**config.mk**
```make
export PLATFORM = sky130hd
export DESIGN_NAME = timestamp_pair_matcher
export DESIGN_NICKNAME = d
export VERILOG_FILES = /design/src/hdl/tpm_pkg.sv /design/src/hdl/tpm_sample_ram.sv /design/src/hdl/tpm_slot_list.sv /design/src/hdl/timestamp_pair_matcher.sv
export VERILOG_INCLUDE_DIRS = /design/src /design/src/hdl
export SDC_FILE = /design/constraint.sdc
export NUM_CORES = 2
export LEC_CHECK = 0
export BUFFER_PORTS_ARGS = -buffer_cell sky130_fd_sc_hd__buf_2
export CAP_MARGIN = 10
export CORE_MARGIN = 5
export CORE_UTILIZATION = 40
export CTS_CLUSTER_DIAMETER = 150
export DETAILED_ROUTE_END_ITERATION = 16
export REMOVE_ABC_BUFFERS = 1
export SLEW_MARGIN = 15
export SYNTH_ARGS = -nofsm -noshare
export SYNTH_HDL_FRONTEND = slang
export SYNTH_HIERARCHICAL = 1
export SYNTH_SLANG_ARGS = --single-unit
```
**constraint.sdc**
```tcl
create_clock -name i_clk -period 20.1 [get_ports i_clk]
set_clock_uncertainty 0.05 [all_clocks]
set_input_delay 1.005 -clock i_clk [delete_from_list [all_inputs] [get_ports i_clk]]
set_output_delay 1.005 -clock i_clk [all_outputs]
set_load 0.005 [all_outputs]
```
**src/hdl/assert_macros.svh**
```systemverilog
// Assertion macros shared by the timestamp pair matcher modules.
// Depends on nothing; each macro takes its own clock and active-low reset.
`ifndef ASSERT_MACROS_SVH
`define ASSERT_MACROS_SVH

// The expression holds at every clock edge outside reset.
`define ASSERT_ALWAYS(lbl, clk, rst_n, expr, msg) \
    lbl: assert property (@(posedge clk) disable iff (!(rst_n)) (expr)) \
        else $error(msg);

// The consequent holds in the same cycle as the antecedent.
`define ASSERT_IMPLIES(lbl, clk, rst_n, ante, cons, msg) \
    lbl: assert property (@(posedge clk) disable iff (!(rst_n)) (ante) |-> (cons)) \
        else $error(msg);

// The consequent holds in the cycle after the antecedent.
`define ASSERT_NEXT(lbl, clk, rst_n, ante, cons, msg) \
    lbl: assert property (@(posedge clk) disable iff (!(rst_n)) (ante) |=> (cons)) \
        else $error(msg);

`endif

```
**src/hdl/tpm_pkg.sv**
```systemverilog
// Package of the timestamp pair matcher: sizes, word types, list control and states.
// Depends on nothing; the slot list and the top level refer to it by scoped names.
`default_nettype none

package tpm_pkg;

    localparam int BUFFER_DEPTH = 7;
    localparam int COUNT_W      = $clog2(BUFFER_DEPTH + 1);
    localparam int SLOT_W       = (BUFFER_DEPTH > 1) ? $clog2(BUFFER_DEPTH) : 1;
    localparam int ADDR_W       = SLOT_W + 1;

    localparam int TIME_W = 63;
    localparam int POS_W  = 32;
    localparam int WIN_W  = 30;

    localparam logic [WIN_W-1:0] WIN_RESET = 30'd71400000;

    localparam logic MODE_CAMERA = 1'b0;
    localparam logic MODE_ROBOT  = 1'b1;

    typedef logic [COUNT_W-1:0] t_count;
    typedef logic [SLOT_W-1:0]  t_slot;
    typedef t_slot [BUFFER_DEPTH-1:0] t_ord;

    typedef struct packed {
        logic                    mode;
        logic [TIME_W-1:0]       sample_time;
        logic signed [POS_W-1:0] pos_x;
        logic signed [POS_W-1:0] pos_y;
        logic signed [POS_W-1:0] pos_z;
    } t_in_word;

    typedef struct packed {
        logic [TIME_W-1:0]       camera_time;
        logic signed [POS_W-1:0] camera_x;
        logic signed [POS_W-1:0] camera_y;
        logic signed [POS_W-1:0] camera_z;
        logic [TIME_W-1:0]       robot_time;
        logic signed [POS_W-1:0] robot_x;
        logic signed [POS_W-1:0] robot_y;
        logic signed [POS_W-1:0] robot_z;
    } t_out_word;

    typedef struct packed {
        logic [TIME_W-1:0]       stamp;
        logic signed [POS_W-1:0] pos_x;
        logic signed [POS_W-1:0] pos_y;
        logic signed [POS_W-1:0] pos_z;
    } t_entry;

    localparam int ENTRY_W = $bits(t_entry);

    typedef struct packed {
        logic  clamp;
        logic  push;
        logic  remove;
        t_slot idx;
    } t_list_ctl;

    typedef enum logic [3:0] {
        ST_IDLE  = 4'b0001,
        ST_SCAN  = 4'b0010,
        ST_STORE = 4'b0100,
        ST_EMIT  = 4'b1000
    } t_state;

endpackage

`default_nettype wire

```
**src/hdl/tpm_sample_ram.sv**
```systemverilog
// Generic simple dual-port RAM with one write port and one registered read port.
// Depends on nothing; holds the stored samples of both buffers.
`default_nettype none

module tpm_sample_ram #(
    parameter int ADDR_W = 4,
    parameter int DATA_W = 8
) (
    input  wire logic              i_clk,
    input  wire logic              i_wr_en,
    input  wire logic [ADDR_W-1:0] i_wr_addr,
    input  wire logic [DATA_W-1:0] i_wr_data,
    input  wire logic              i_rd_en,
    input  wire logic [ADDR_W-1:0] i_rd_addr,
    output logic      [DATA_W-1:0] o_rd_data
);

    logic [DATA_W-1:0] mem [2**ADDR_W];

    always_ff @(posedge i_clk) begin
        if (i_wr_en) begin
            mem[i_wr_addr] <= i_wr_data;
        end
    end

    always_ff @(posedge i_clk) begin
        if (i_rd_en) begin
            o_rd_data <= mem[i_rd_addr];
        end
    end

endmodule

`default_nettype wire

```
**src/hdl/tpm_slot_list.sv**
```systemverilog
// Newest-first order of RAM slots for one buffer, with its fill count.
// Depends on tpm_pkg and assert_macros.svh; the order is always a permutation of all slots.
`default_nettype none
`include "assert_macros.svh"

module tpm_slot_list (
    input  wire logic              i_clk,
    input  wire logic              i_rst_n,
    input  wire tpm_pkg::t_list_ctl i_ctl,
    output tpm_pkg::t_count        o_count,
    output tpm_pkg::t_ord          o_ord
);

    localparam int D = tpm_pkg::BUFFER_DEPTH;

    tpm_pkg::t_count r_count, n_count, cnt_m1;
    tpm_pkg::t_ord   r_ord, n_ord;
    tpm_pkg::t_slot  free_slot, rem_slot;
    tpm_pkg::t_slot  prev_w [D];
    tpm_pkg::t_slot  next_w [D];

    assign cnt_m1    = r_count - tpm_pkg::COUNT_W'(1);
    assign free_slot = r_ord[r_count[tpm_pkg::SLOT_W-1:0]];
    assign rem_slot  = r_ord[i_ctl.idx];

    for (genvar k = 0; k < D; k++) begin : g_ord
        if (k == 0) begin : g_first
            assign prev_w[k] = free_slot;
        end else begin : g_prev
            assign prev_w[k] = r_ord[k-1];
        end
        if (k == D - 1) begin : g_last
            assign next_w[k] = rem_slot;
        end else begin : g_next
            assign next_w[k] = r_ord[k+1];
        end
    end

    always_comb begin
        n_ord = r_ord;
        for (int k = 0; k < D; k++) begin
            if (i_ctl.push) begin
                if (tpm_pkg::COUNT_W'(k) <= r_count) begin
                    n_ord[k] = prev_w[k];
                end
            end else if (i_ctl.remove) begin
                if (tpm_pkg::COUNT_W'(k) >= tpm_pkg::COUNT_W'(i_ctl.idx)) begin
                    if (tpm_pkg::COUNT_W'(k) < cnt_m1) begin
                        n_ord[k] = next_w[k];
                    end else if (tpm_pkg::COUNT_W'(k) == cnt_m1) begin
                        n_ord[k] = rem_slot;
                    end
                end
            end
        end
    end

    always_comb begin
        n_count = r_count;
        if (i_ctl.clamp && r_count == tpm_pkg::COUNT_W'(D)) begin
            n_count = tpm_pkg::COUNT_W'(D - 1);
        end else if (i_ctl.push) begin
            n_count = r_count + tpm_pkg::COUNT_W'(1);
        end else if (i_ctl.remove) begin
            n_count = cnt_m1;
        end
    end

    always_ff @(posedge i_clk) begin
        if (!i_rst_n) begin
            r_count <= '0;
            for (int k = 0; k < D; k++) begin
                r_ord[k] <= tpm_pkg::SLOT_W'(k);
            end
        end else begin
            r_count <= n_count;
            r_ord   <= n_ord;
        end
    end

    assign o_count = r_count;
    assign o_ord   = r_ord;

    `ASSERT_ALWAYS(a_count_range, i_clk, i_rst_n,
        r_count <= tpm_pkg::COUNT_W'(D), "count overflow")
    `ASSERT_IMPLIES(a_push_room, i_clk, i_rst_n, i_ctl.push,
        r_count < tpm_pkg::COUNT_W'(D), "push into full list")
    `ASSERT_IMPLIES(a_remove_live, i_clk, i_rst_n, i_ctl.remove,
        tpm_pkg::COUNT_W'(i_ctl.idx) < r_count, "remove of dead entry")
    `ASSERT_ALWAYS(a_one_op, i_clk, i_rst_n,
        $onehot0({i_ctl.clamp, i_ctl.push, i_ctl.remove}), "list operations overlap")

endmodule

`default_nettype wire

```
**src/hdl/timestamp_pair_matcher.sv**
```systemverilog
// Top level of the timestamp pair matcher: sequencer, window compare and output register.
// Depends on tpm_pkg, tpm_sample_ram, tpm_slot_list and assert_macros.svh.
//
//  channel  direction  handshake                  word
//  in       input      i_in_valid / o_in_ready    i_in_word  (tpm_pkg::t_in_word)
//  out      output     o_out_valid / i_out_ready  o_out_word (tpm_pkg::t_out_word)
//  cfg      input      i_cfg_valid / o_cfg_ready  i_cfg_data (match_window_ns)
//
// Each sample is accepted, then stored entries of the other buffer are read from the sample RAM
// in turn until a partner is found, and then the sample is stored or the pair is emitted.
// The RAM read port scans one entry a cycle, and only one sample is in work at a time.
// Reset is synchronous and leaves both buffers empty and the window at 71400000 ns.
// A pair waits for the output register to drain, and input is held off while it waits.
`default_nettype none
`include "assert_macros.svh"

module timestamp_pair_matcher (
    input  wire logic                       i_clk,
    input  wire logic                       i_rst_n,
    input  wire logic                       i_in_valid,
    output logic                            o_in_ready,
    input  wire tpm_pkg::t_in_word          i_in_word,
    output logic                            o_out_valid,
    input  wire logic                       i_out_ready,
    output tpm_pkg::t_out_word              o_out_word,
    input  wire logic                       i_cfg_valid,
    output logic                            o_cfg_ready,
    input  wire logic [tpm_pkg::WIN_W-1:0]  i_cfg_data
);

    localparam int CMP_W = tpm_pkg::COUNT_W + 1;

    tpm_pkg::t_state    r_state, n_state;
    logic               r_sel, n_sel;
    tpm_pkg::t_entry    r_sample, n_sample;
    tpm_pkg::t_entry    r_partner, n_partner;
    tpm_pkg::t_slot     r_j, n_j;
    tpm_pkg::t_slot     r_hit_j, n_hit_j;
    logic               r_out_valid, n_out_valid;
    tpm_pkg::t_out_word r_out_word, n_out_word;
    logic [tpm_pkg::WIN_W-1:0] r_window;

    tpm_pkg::t_list_ctl ctl [2];
    tpm_pkg::t_count    cnt [2];
    tpm_pkg::t_ord      ord [2];

    logic                        rd_en, wr_en;
    logic [tpm_pkg::ADDR_W-1:0]  rd_addr, wr_addr;
    tpm_pkg::t_entry             rd_data;
    logic [tpm_pkg::ENTRY_W-1:0] rd_bits;

    logic                        in_acc, out_free, hit, more;
    logic [tpm_pkg::TIME_W-1:0]  diff;
    tpm_pkg::t_count             other_cnt;
    tpm_pkg::t_slot              j_next;

    tpm_slot_list u_list_cam (
        .i_clk   (i_clk),
        .i_rst_n (i_rst_n),
        .i_ctl   (ctl[0]),
        .o_count (cnt[0]),
        .o_ord   (ord[0])
    );

    tpm_slot_list u_list_rob (
        .i_clk   (i_clk),
        .i_rst_n (i_rst_n),
        .i_ctl   (ctl[1]),
        .o_count (cnt[1]),
        .o_ord   (ord[1])
    );

    tpm_sample_ram #(
        .ADDR_W (tpm_pkg::ADDR_W),
        .DATA_W (tpm_pkg::ENTRY_W)
    ) u_ram (
        .i_clk     (i_clk),
        .i_wr_en   (wr_en),
        .i_wr_addr (wr_addr),
        .i_wr_data (r_sample),
        .i_rd_en   (rd_en),
        .i_rd_addr (rd_addr),
        .o_rd_data (rd_bits)
    );

    assign rd_data = tpm_pkg::t_entry'(rd_bits);

    assign o_in_ready  = (r_state == tpm_pkg::ST_IDLE);
    assign o_cfg_ready = 1'b1;
    assign in_acc      = i_in_valid && o_in_ready;
    assign out_free    = !r_out_valid || i_out_ready;
    assign other_cnt   = cnt[!r_sel];
    assign j_next      = r_j + tpm_pkg::SLOT_W'(1);
    assign more        = (CMP_W'(r_j) + CMP_W'(1)) < CMP_W'(other_cnt);

    assign diff = (rd_data.stamp > r_sample.stamp) ? (rd_data.stamp - r_sample.stamp)
                                                   : (r_sample.stamp - rd_data.stamp);
    assign hit  = diff < tpm_pkg::TIME_W'(r_window);

    always_comb begin
        n_state     = r_state;
        n_sel       = r_sel;
        n_sample    = r_sample;
        n_partner   = r_partner;
        n_j         = r_j;
        n_hit_j     = r_hit_j;
        n_out_valid = r_out_valid && !i_out_ready;
        n_out_word  = r_out_word;
        ctl[0]      = '0;
        ctl[1]      = '0;
        rd_en       = 1'b0;
        rd_addr     = '0;
        wr_en       = 1'b0;
        wr_addr     = {r_sel, ord[r_sel][cnt[r_sel][tpm_pkg::SLOT_W-1:0]]};

        unique case (r_state)
            tpm_pkg::ST_IDLE: begin
                if (in_acc) begin
                    n_sel                = i_in_word.mode;
                    n_sample.stamp       = i_in_word.sample_time;
                    n_sample.pos_x       = i_in_word.pos_x;
                    n_sample.pos_y       = i_in_word.pos_y;
                    n_sample.pos_z       = i_in_word.pos_z;
                    ctl[i_in_word.mode].clamp = 1'b1;
                    n_j                  = '0;
                    rd_addr              = {!i_in_word.mode, ord[!i_in_word.mode][0]};
                    if (cnt[!i_in_word.mode] == '0) begin
                        n_state = tpm_pkg::ST_STORE;
                    end else begin
                        rd_en   = 1'b1;
                        n_state = tpm_pkg::ST_SCAN;
                    end
                end
            end
            tpm_pkg::ST_SCAN: begin
                rd_addr = {!r_sel, ord[!r_sel][j_next]};
                if (hit) begin
                    n_partner = rd_data;
                    n_hit_j   = r_j;
                    n_state   = tpm_pkg::ST_EMIT;
                end else if (more) begin
                    rd_en   = 1'b1;
                    n_j     = j_next;
                end else begin
                    n_state = tpm_pkg::ST_STORE;
                end
            end
            tpm_pkg::ST_STORE: begin
                wr_en             = 1'b1;
                ctl[r_sel].push   = 1'b1;
                n_state           = tpm_pkg::ST_IDLE;
            end
            tpm_pkg::ST_EMIT: begin
                if (out_free) begin
                    ctl[!r_sel].remove = 1'b1;
                    ctl[!r_sel].idx    = r_hit_j;
                    n_out_valid        = 1'b1;
                    if (r_sel == tpm_pkg::MODE_CAMERA) begin
                        n_out_word = {r_sample.stamp, r_sample.pos_x, r_sample.pos_y,
                                      r_sample.pos_z, r_partner.stamp, r_partner.pos_x,
                                      r_partner.pos_y, r_partner.pos_z};
                    end else begin
                        n_out_word = {r_partner.stamp, r_partner.pos_x, r_partner.pos_y,
                                      r_partner.pos_z, r_sample.stamp, r_sample.pos_x,
                                      r_sample.pos_y, r_sample.pos_z};
                    end
                    n_state = tpm_pkg::ST_IDLE;
                end
            end
            default: begin
                n_state = tpm_pkg::ST_IDLE;
            end
        endcase
    end

    always_ff @(posedge i_clk) begin
        if (!i_rst_n) begin
            r_state     <= tpm_pkg::ST_IDLE;
            r_out_valid <= 1'b0;
            r_window    <= tpm_pkg::WIN_RESET;
        end else begin
            r_state     <= n_state;
            r_out_valid <= n_out_valid;
            if (i_cfg_valid && o_cfg_ready) begin
                r_window <= i_cfg_data;
            end
        end
    end

    always_ff @(posedge i_clk) begin
        r_sel      <= n_sel;
        r_sample   <= n_sample;
        r_partner  <= n_partner;
        r_j        <= n_j;
        r_hit_j    <= n_hit_j;
        r_out_word <= n_out_word;
    end

    assign o_out_valid = r_out_valid;
    assign o_out_word  = r_out_word;

    `ASSERT_NEXT(a_accept_busy, i_clk, i_rst_n, in_acc,
        r_state != tpm_pkg::ST_IDLE, "accept left sequencer idle")
    `ASSERT_IMPLIES(a_scan_live, i_clk, i_rst_n, r_state == tpm_pkg::ST_SCAN,
        tpm_pkg::COUNT_W'(r_j) < other_cnt, "scan past live entries")
    `ASSERT_IMPLIES(a_store_room, i_clk, i_rst_n, r_state == tpm_pkg::ST_STORE,
        cnt[r_sel] < tpm_pkg::COUNT_W'(tpm_pkg::BUFFER_DEPTH), "store into unclamped buffer")

endmodule

`default_nettype wire
```
Word-level counts from Yosys, hierarchy flattened
Memories as Yosys holds them, arrays and structs flattened. A register that Yosys moved wholly into a read port is not among the register bits.
Index checks and enable logic that the tools add are counted.
- bitwise operators: 5
- magnitude comparators: 58
- equality and inequality tests: 37
- reduce and logical (&&, ||, !) cells: 69
- add/sub/neg operators: 8
- mux-type cells: 156
- operators by type and width (kind ; count):
    $mux 3 ; 113
    $mux 318 ; 1
    $mux 21 ; 6
    $sub 63x63->63 ; 2
    $gt 63x63->1 ; 1
    $lt 63x30->1 ; 1
    $mux 63 ; 1
    $reduce_and 4->1 ; 15
    $bmux 3 s3 ; 6
    $reduce_bool 3->1 ; 16
    $pmux 12 s3 ; 1
    $reduce_bool 2->1 ; 17
    $ne 2x1->1 const B ; 15
    $demux 6 s1 ; 4
    $lt 3x4->1 const B ; 6
    $mux 12 ; 2
    $mux 4 ; 6
    $eq 3x3->1 const A ; 6
    $ge 3x3->1 const A ; 6
    $le 3x3->1 const A ; 6
    $lt 3x3->1 const A ; 6
    $bwmux 12 ; 1
    $eq 2x3->1 const A ; 4
    $ge 1x3->1 const A ; 4
    35 further kinds ; 87
- input bits: 195
- word-level logic and storage cells: 374
- memories: 1
- bits in writable memories: 2544
- register bits after elaboration: 726
- output and inout port bits: 321
- memories (name ; depth ; bits a word ; read ports ; clocked after memory_dff ; wr ports ; RTL line ; text):
    u_ram.mem ; 16 ; 159 ; 1 ; 1 ; 1 ; tpm_sample_ram.sv:18 ; logic [DATA_W-1:0] mem [2**ADDR_W];

Longest topological paths before layout
- depth after elaboration: 16
- gate-level depth with buffers: 32
- depth with buffers taken out: 27

Modules after synthesis
The synthesis kept the hierarchy.
- by module, submodules not included (module ; cells each ; sequential area each (um^2) ; area each (um^2) ; times used):
    tpm_sample_ram ; 4162 ; 81167.8 ; 100283.7 ; 1
    timestamp_pair_matcher ; 2718 ; 20009.2 ; 34280.4 ; 1
    tpm_slot_list (u_list_rob) ; 261 ; 480.5 ; 2025.7 ; 1
    tpm_slot_list (u_list_cam) ; 256 ; 480.5 ; 2020.7 ; 1

Worst setup path before layout
No wires, ideal clock.
- path kind: input to register
- start point: input i_out_ready
- end point: register u_list_cam.r_ord, in the netlist u_list_cam/o_ord[8]
- stages on the path: 10
- buffers on the path: 2
- path slack: 2.172 ns
- data required time: 19.917 ns
- arrival: 17.744 ns
- setup time: 0.133 ns
- cell sequence: nor2b_1 > nor2b_1 > and3_1 > buf_6 > mux2i_1 > a22oi_1 > and2_1 > buf_2 > a222oi_1 > a21oi_1
- RTL lines (item ; RTL line ; text):
    start, declared ; timestamp_pair_matcher.sv:24 ; input wire logic i_out_ready,
    end signal, assigned by index ; tpm_slot_list.sv:73 ; r_ord[k] <= tpm_pkg::SLOT_W'(k);
    end signal, assigned ; tpm_slot_list.sv:77 ; r_ord <= n_ord;
    end, declared ; tpm_slot_list.sv:17 ; tpm_pkg::t_ord r_ord, n_ord;

Worst setup path after layout
- start point: register r_sample[149] in the netlist's numbering
- end point: register r_j[2] (enable)
- word-level cells in the longest chain between the ends: 5
- elaborated cells between the ends (all ways): 7
- those cells by class: 2 x add/sub; 2 x order compare; 1 x eq/ne; 1 x mux; 1 x reduce/logical
- ends and longest elaborated chain (item ; RTL line ; text):
    start, declared ; timestamp_pair_matcher.sv:35 ; tpm_pkg::t_entry r_sample, n_sample;
    start signal, assigned ; timestamp_pair_matcher.sv:192 ; r_sample <= n_sample;
    $sub 63x63->63 (tied with other cells) ; timestamp_pair_matcher.sv:97 ; : (r_sample.stamp - rd_data.stamp);
    $mux 63 (*) ; timestamp_pair_matcher.sv:96 ; assign diff = (rd_data.stamp > r_sample.stamp) ? (rd_data.stamp - r_sample.stamp)
    $lt 63x30->1 (*) ; timestamp_pair_matcher.sv:98 ; assign hit = diff < tpm_pkg::TIME_W'(r_window);
    $ne 2x2->1 (no line) (*) ; -- ;
    $reduce_and 4->1 (no line) (*) ; -- ;
    end signal, assigned ; timestamp_pair_matcher.sv:194 ; r_j <= n_j;
    end, declared ; timestamp_pair_matcher.sv:37 ; tpm_pkg::t_slot r_j, n_j;
Every way passes the cells marked *; elsewhere a longest branch is shown, timed or not.
A chain may end at the register's enable or synchronous reset.

==> results.cfg <==
[outcome]
outcome = completed

[synth]
yosys.area_share.simple = 0.0308
yosysMostFrequentCell = edfxtp_1
syn_avg_cell_area_um2 = 18.7
yosys-top-cells-area = edfxtp_1, mux4_2, mux2_2, ha_1, a22oi_1
syn_area_um2 = 139000
synthDominantCellAreaShare = 0.725
synthCells = 7397
seq_area_frac_synth = 0.737
synth_compound_area_frac = 0.0575
synth_edf_count = 3346
synthArstFlopShare = 0
synth_mux_area_frac = 0.135
yosys_warnings = 6
synth_common_cells = edfxtp_1, mux4_2, nand2_1, mux2_2, a22oi_1
synth_xor_area_frac = 0.00454
ys_ff_latch = 3429
yosysTopAreaCell = edfxtp_1
yosys_most_used_dff = edfxtp_1
synth_top_family_by_area = multiplexers
synth.distinct_cells = 109
synthAdderAreaFrac = 0.0157

[cts]
path_clk_slew_ps = 60
cts_tree = done
clock_sinks = 3429
post-cts-setup-buffers = 0
cts_resized = 0
ctsLongestPathBuffers = 4
hold_buffers = 0
h-tree-depth = 5
cts_inserted_buffers = 364
clock_latency_ps = 940
clockRootBuffer = clkbuf_16

[floorplanning]
die_x_um = 599
die_h_um = 599
num_rows = 216
die-area_um2 = 358000
start_util = 0.401
pin_count = 516
core_um2 = 346000

[setup_path]
worstPathArrival_ps = 11310
critical_path_class = register to register
reg2reg_to = r_j[2]
end_kind = register
slowest_stage = nor3_4
path_buf_inv = 3
path_max_fanout = 113
crit_start = r_sample[149]
critPathTopFamily = simple AND/OR/NAND/NOR gates
startpoint_type = register
rr_worst_depth = 29
cpMostUsedCell = o21ai_0
r2r-start = r_sample[149]
regToRegSetupSlack_ps = 9360
slowest_delay_ps = 970
crit_required_ps = 20680

[global_routing]
grt_overflow = 0
use_met2 = 0.358
grt_pass1_vias = 75600
met1_usage = 0.301
track_usage = 0.217
grt_max_degree = 133
antenna_found_initial = 39
gr-max-usage-layer = met2
grt_first_pass_wirelength_mm = 562
grtUsageMet3 = 0.0318

[sta]
setup-violations-final = 0
rsz0062_at_grt = no
slew_headroom = 0.0752
min_period_ps = 10740
fin_tns_setup_ps = 0
tightest_slew_ps = 1370
hold_viol = 0
final_max_slew_viol_count = 0
max_freq_ghz = 0.0932
fin_crit_sh = 0.534

[cells_and_area]
synthToLayoutAreaGrowth_pct = 14.1
final_nets = 8413
drive_gt1_frac = 0.265
final_core_util = 0.457

[min_path]
hold_depth = 1
min-delay-start = i_in_word[87]
hold_path_end = r_sample[87]
hp-class = input pin to register

[pwr]
peakVddDrop_mv = 0.0686
power.internal_w = 0.0121
powerDensity_nw_per_um2 = 100
pwr-share-comb = 0.069
power_leakage_nw = 50.9
p_seq_frac = 0.521
swShare = 0.233
switching_power_w = 0.00368
pwr-share-clk = 0.410

[route]
drtIter0Drc = 7663
wl_per_cell_um = 30.6
drc = 0
routed_wl_mm = 396
postRouteAntennaNets = 0
dr.pass1.iters = 8
via_count = 74500
vias_per_cell = 5.76

[placement]
dpl.hpwl_mm = 236
gp_congestion = 0.920
portBuffers = 514

[flow_run]
drv_cap = 0
## layout make-up
cell class	count	area, um2
antenna	15	37.5
clock buffer	445	9540
clock inverter	215	1890
fill	29200	188000
inverter	196	743
multi-input combinational	3382	34000
sequential	3429	102000
tap	4578	5730
timing repair buffer	672	4030
## cell usage in the layout (no fill, tap or decap), drive strengths merged, types with 42 or more instances in the layout
master and n:
edfxtp 3346, buf 672, mux4 604, clkbuf 445
nand2 381, mux2 343, a22oi 275, o21ai 245
a21oi 228, inv 212, ha 171, nor2 170
clkinv 158, mux2i 127, dfxtp 83, nor2b 67
a21o 63, nand4 49, o221ai 43, nand2b 42
xnor2 42
## through the flow
stage / worst slack, ps / cells / power, W / area, um2 / hold WS, ps
final: 9360 / 12900 / 0.0158 / 158000 / 189
after global routing: 8780 / 12900 / 0.0164 / 158000 / 153
after CTS: 9310 / 12900 / 0.0160 / 158000 / 102
after detailed placement: 9380 / 12300 / 0.00948 / 147000 / 355
after global placement: 9490 / 12300 / 0.00947 / 147000 / 353
after floorplan: -65940 / 7007 / 0.00918 / 137000 / 350
## registers in the layout, summed over array words and instances, names as in the netlist, 4 cells and up
register and cells:
r_partner 159, r_state 4, r_sample 159, r_window 30, u_list_rob/o_ord 21, u_ram/o_rd_data 159
u_ram/mem 2544, o_out_word 318, u_list_cam/o_ord 21
## power by group through the flow
stage | Clock (W) | Sequential (W) | Combinational [W]
after detailed placement | 0 | 0.00839 | 0.00109
after CTS | 0.00664 | 0.00824 | 0.00109
after floorplan | 0 | 0.00834 | 0.000834
final | 0.00649 | 0.00824 | 0.00109
after global routing | 0.00695 | 0.00826 | 0.00116
after global placement | 0 | 0.00837 | 0.00110
## cells by family (layout without fill, tap and decap cells)
logic type | Yosys count | in the layout
AO/OA/AOI/OAI | 1176 | 1176
XOR/XNOR | 71 | 71
AND/OR/NAND/NOR | 887 | 887
flip-flops | 3429 | 3429
other | 1 | 16
multiplexers | 1074 | 1074
adder cells (fa/ha/maj) | 173 | 173
buffers and inverters | 586 | 1528
## how the worst max path moves through the flow
stage | end | slack, ps | depth (start not counted)
global route | r_j[2] | 8780 | 29
global placement | r_j[0] | 9490 | 29
finish | r_j[2] | 9360 | 29
floorplan | u_ram/o_rd_data[108] | -65940 | 6
detailed placement | r_j[1] | 9380 | 29
CTS | r_j[0] | 9310 | 29
## per-layer routing
layer  wire length, um  part of all wire
met1            165000              0.42
met4             12600             0.032
met5                64           0.00016
met3             26100             0.066
met2            192000              0.49
## worst reg2reg max path: cells and delay by family (launching register included)
kind	cells	cell delay (ps)
compound gates	13	3380
xor+xnor	1	90
fa+ha+maj	2	870
buf+inv	3	1250
flops	1	840
mux	1	290
simple gates	9	3650
Note: power is estimated with default switching activity, not from simulation.
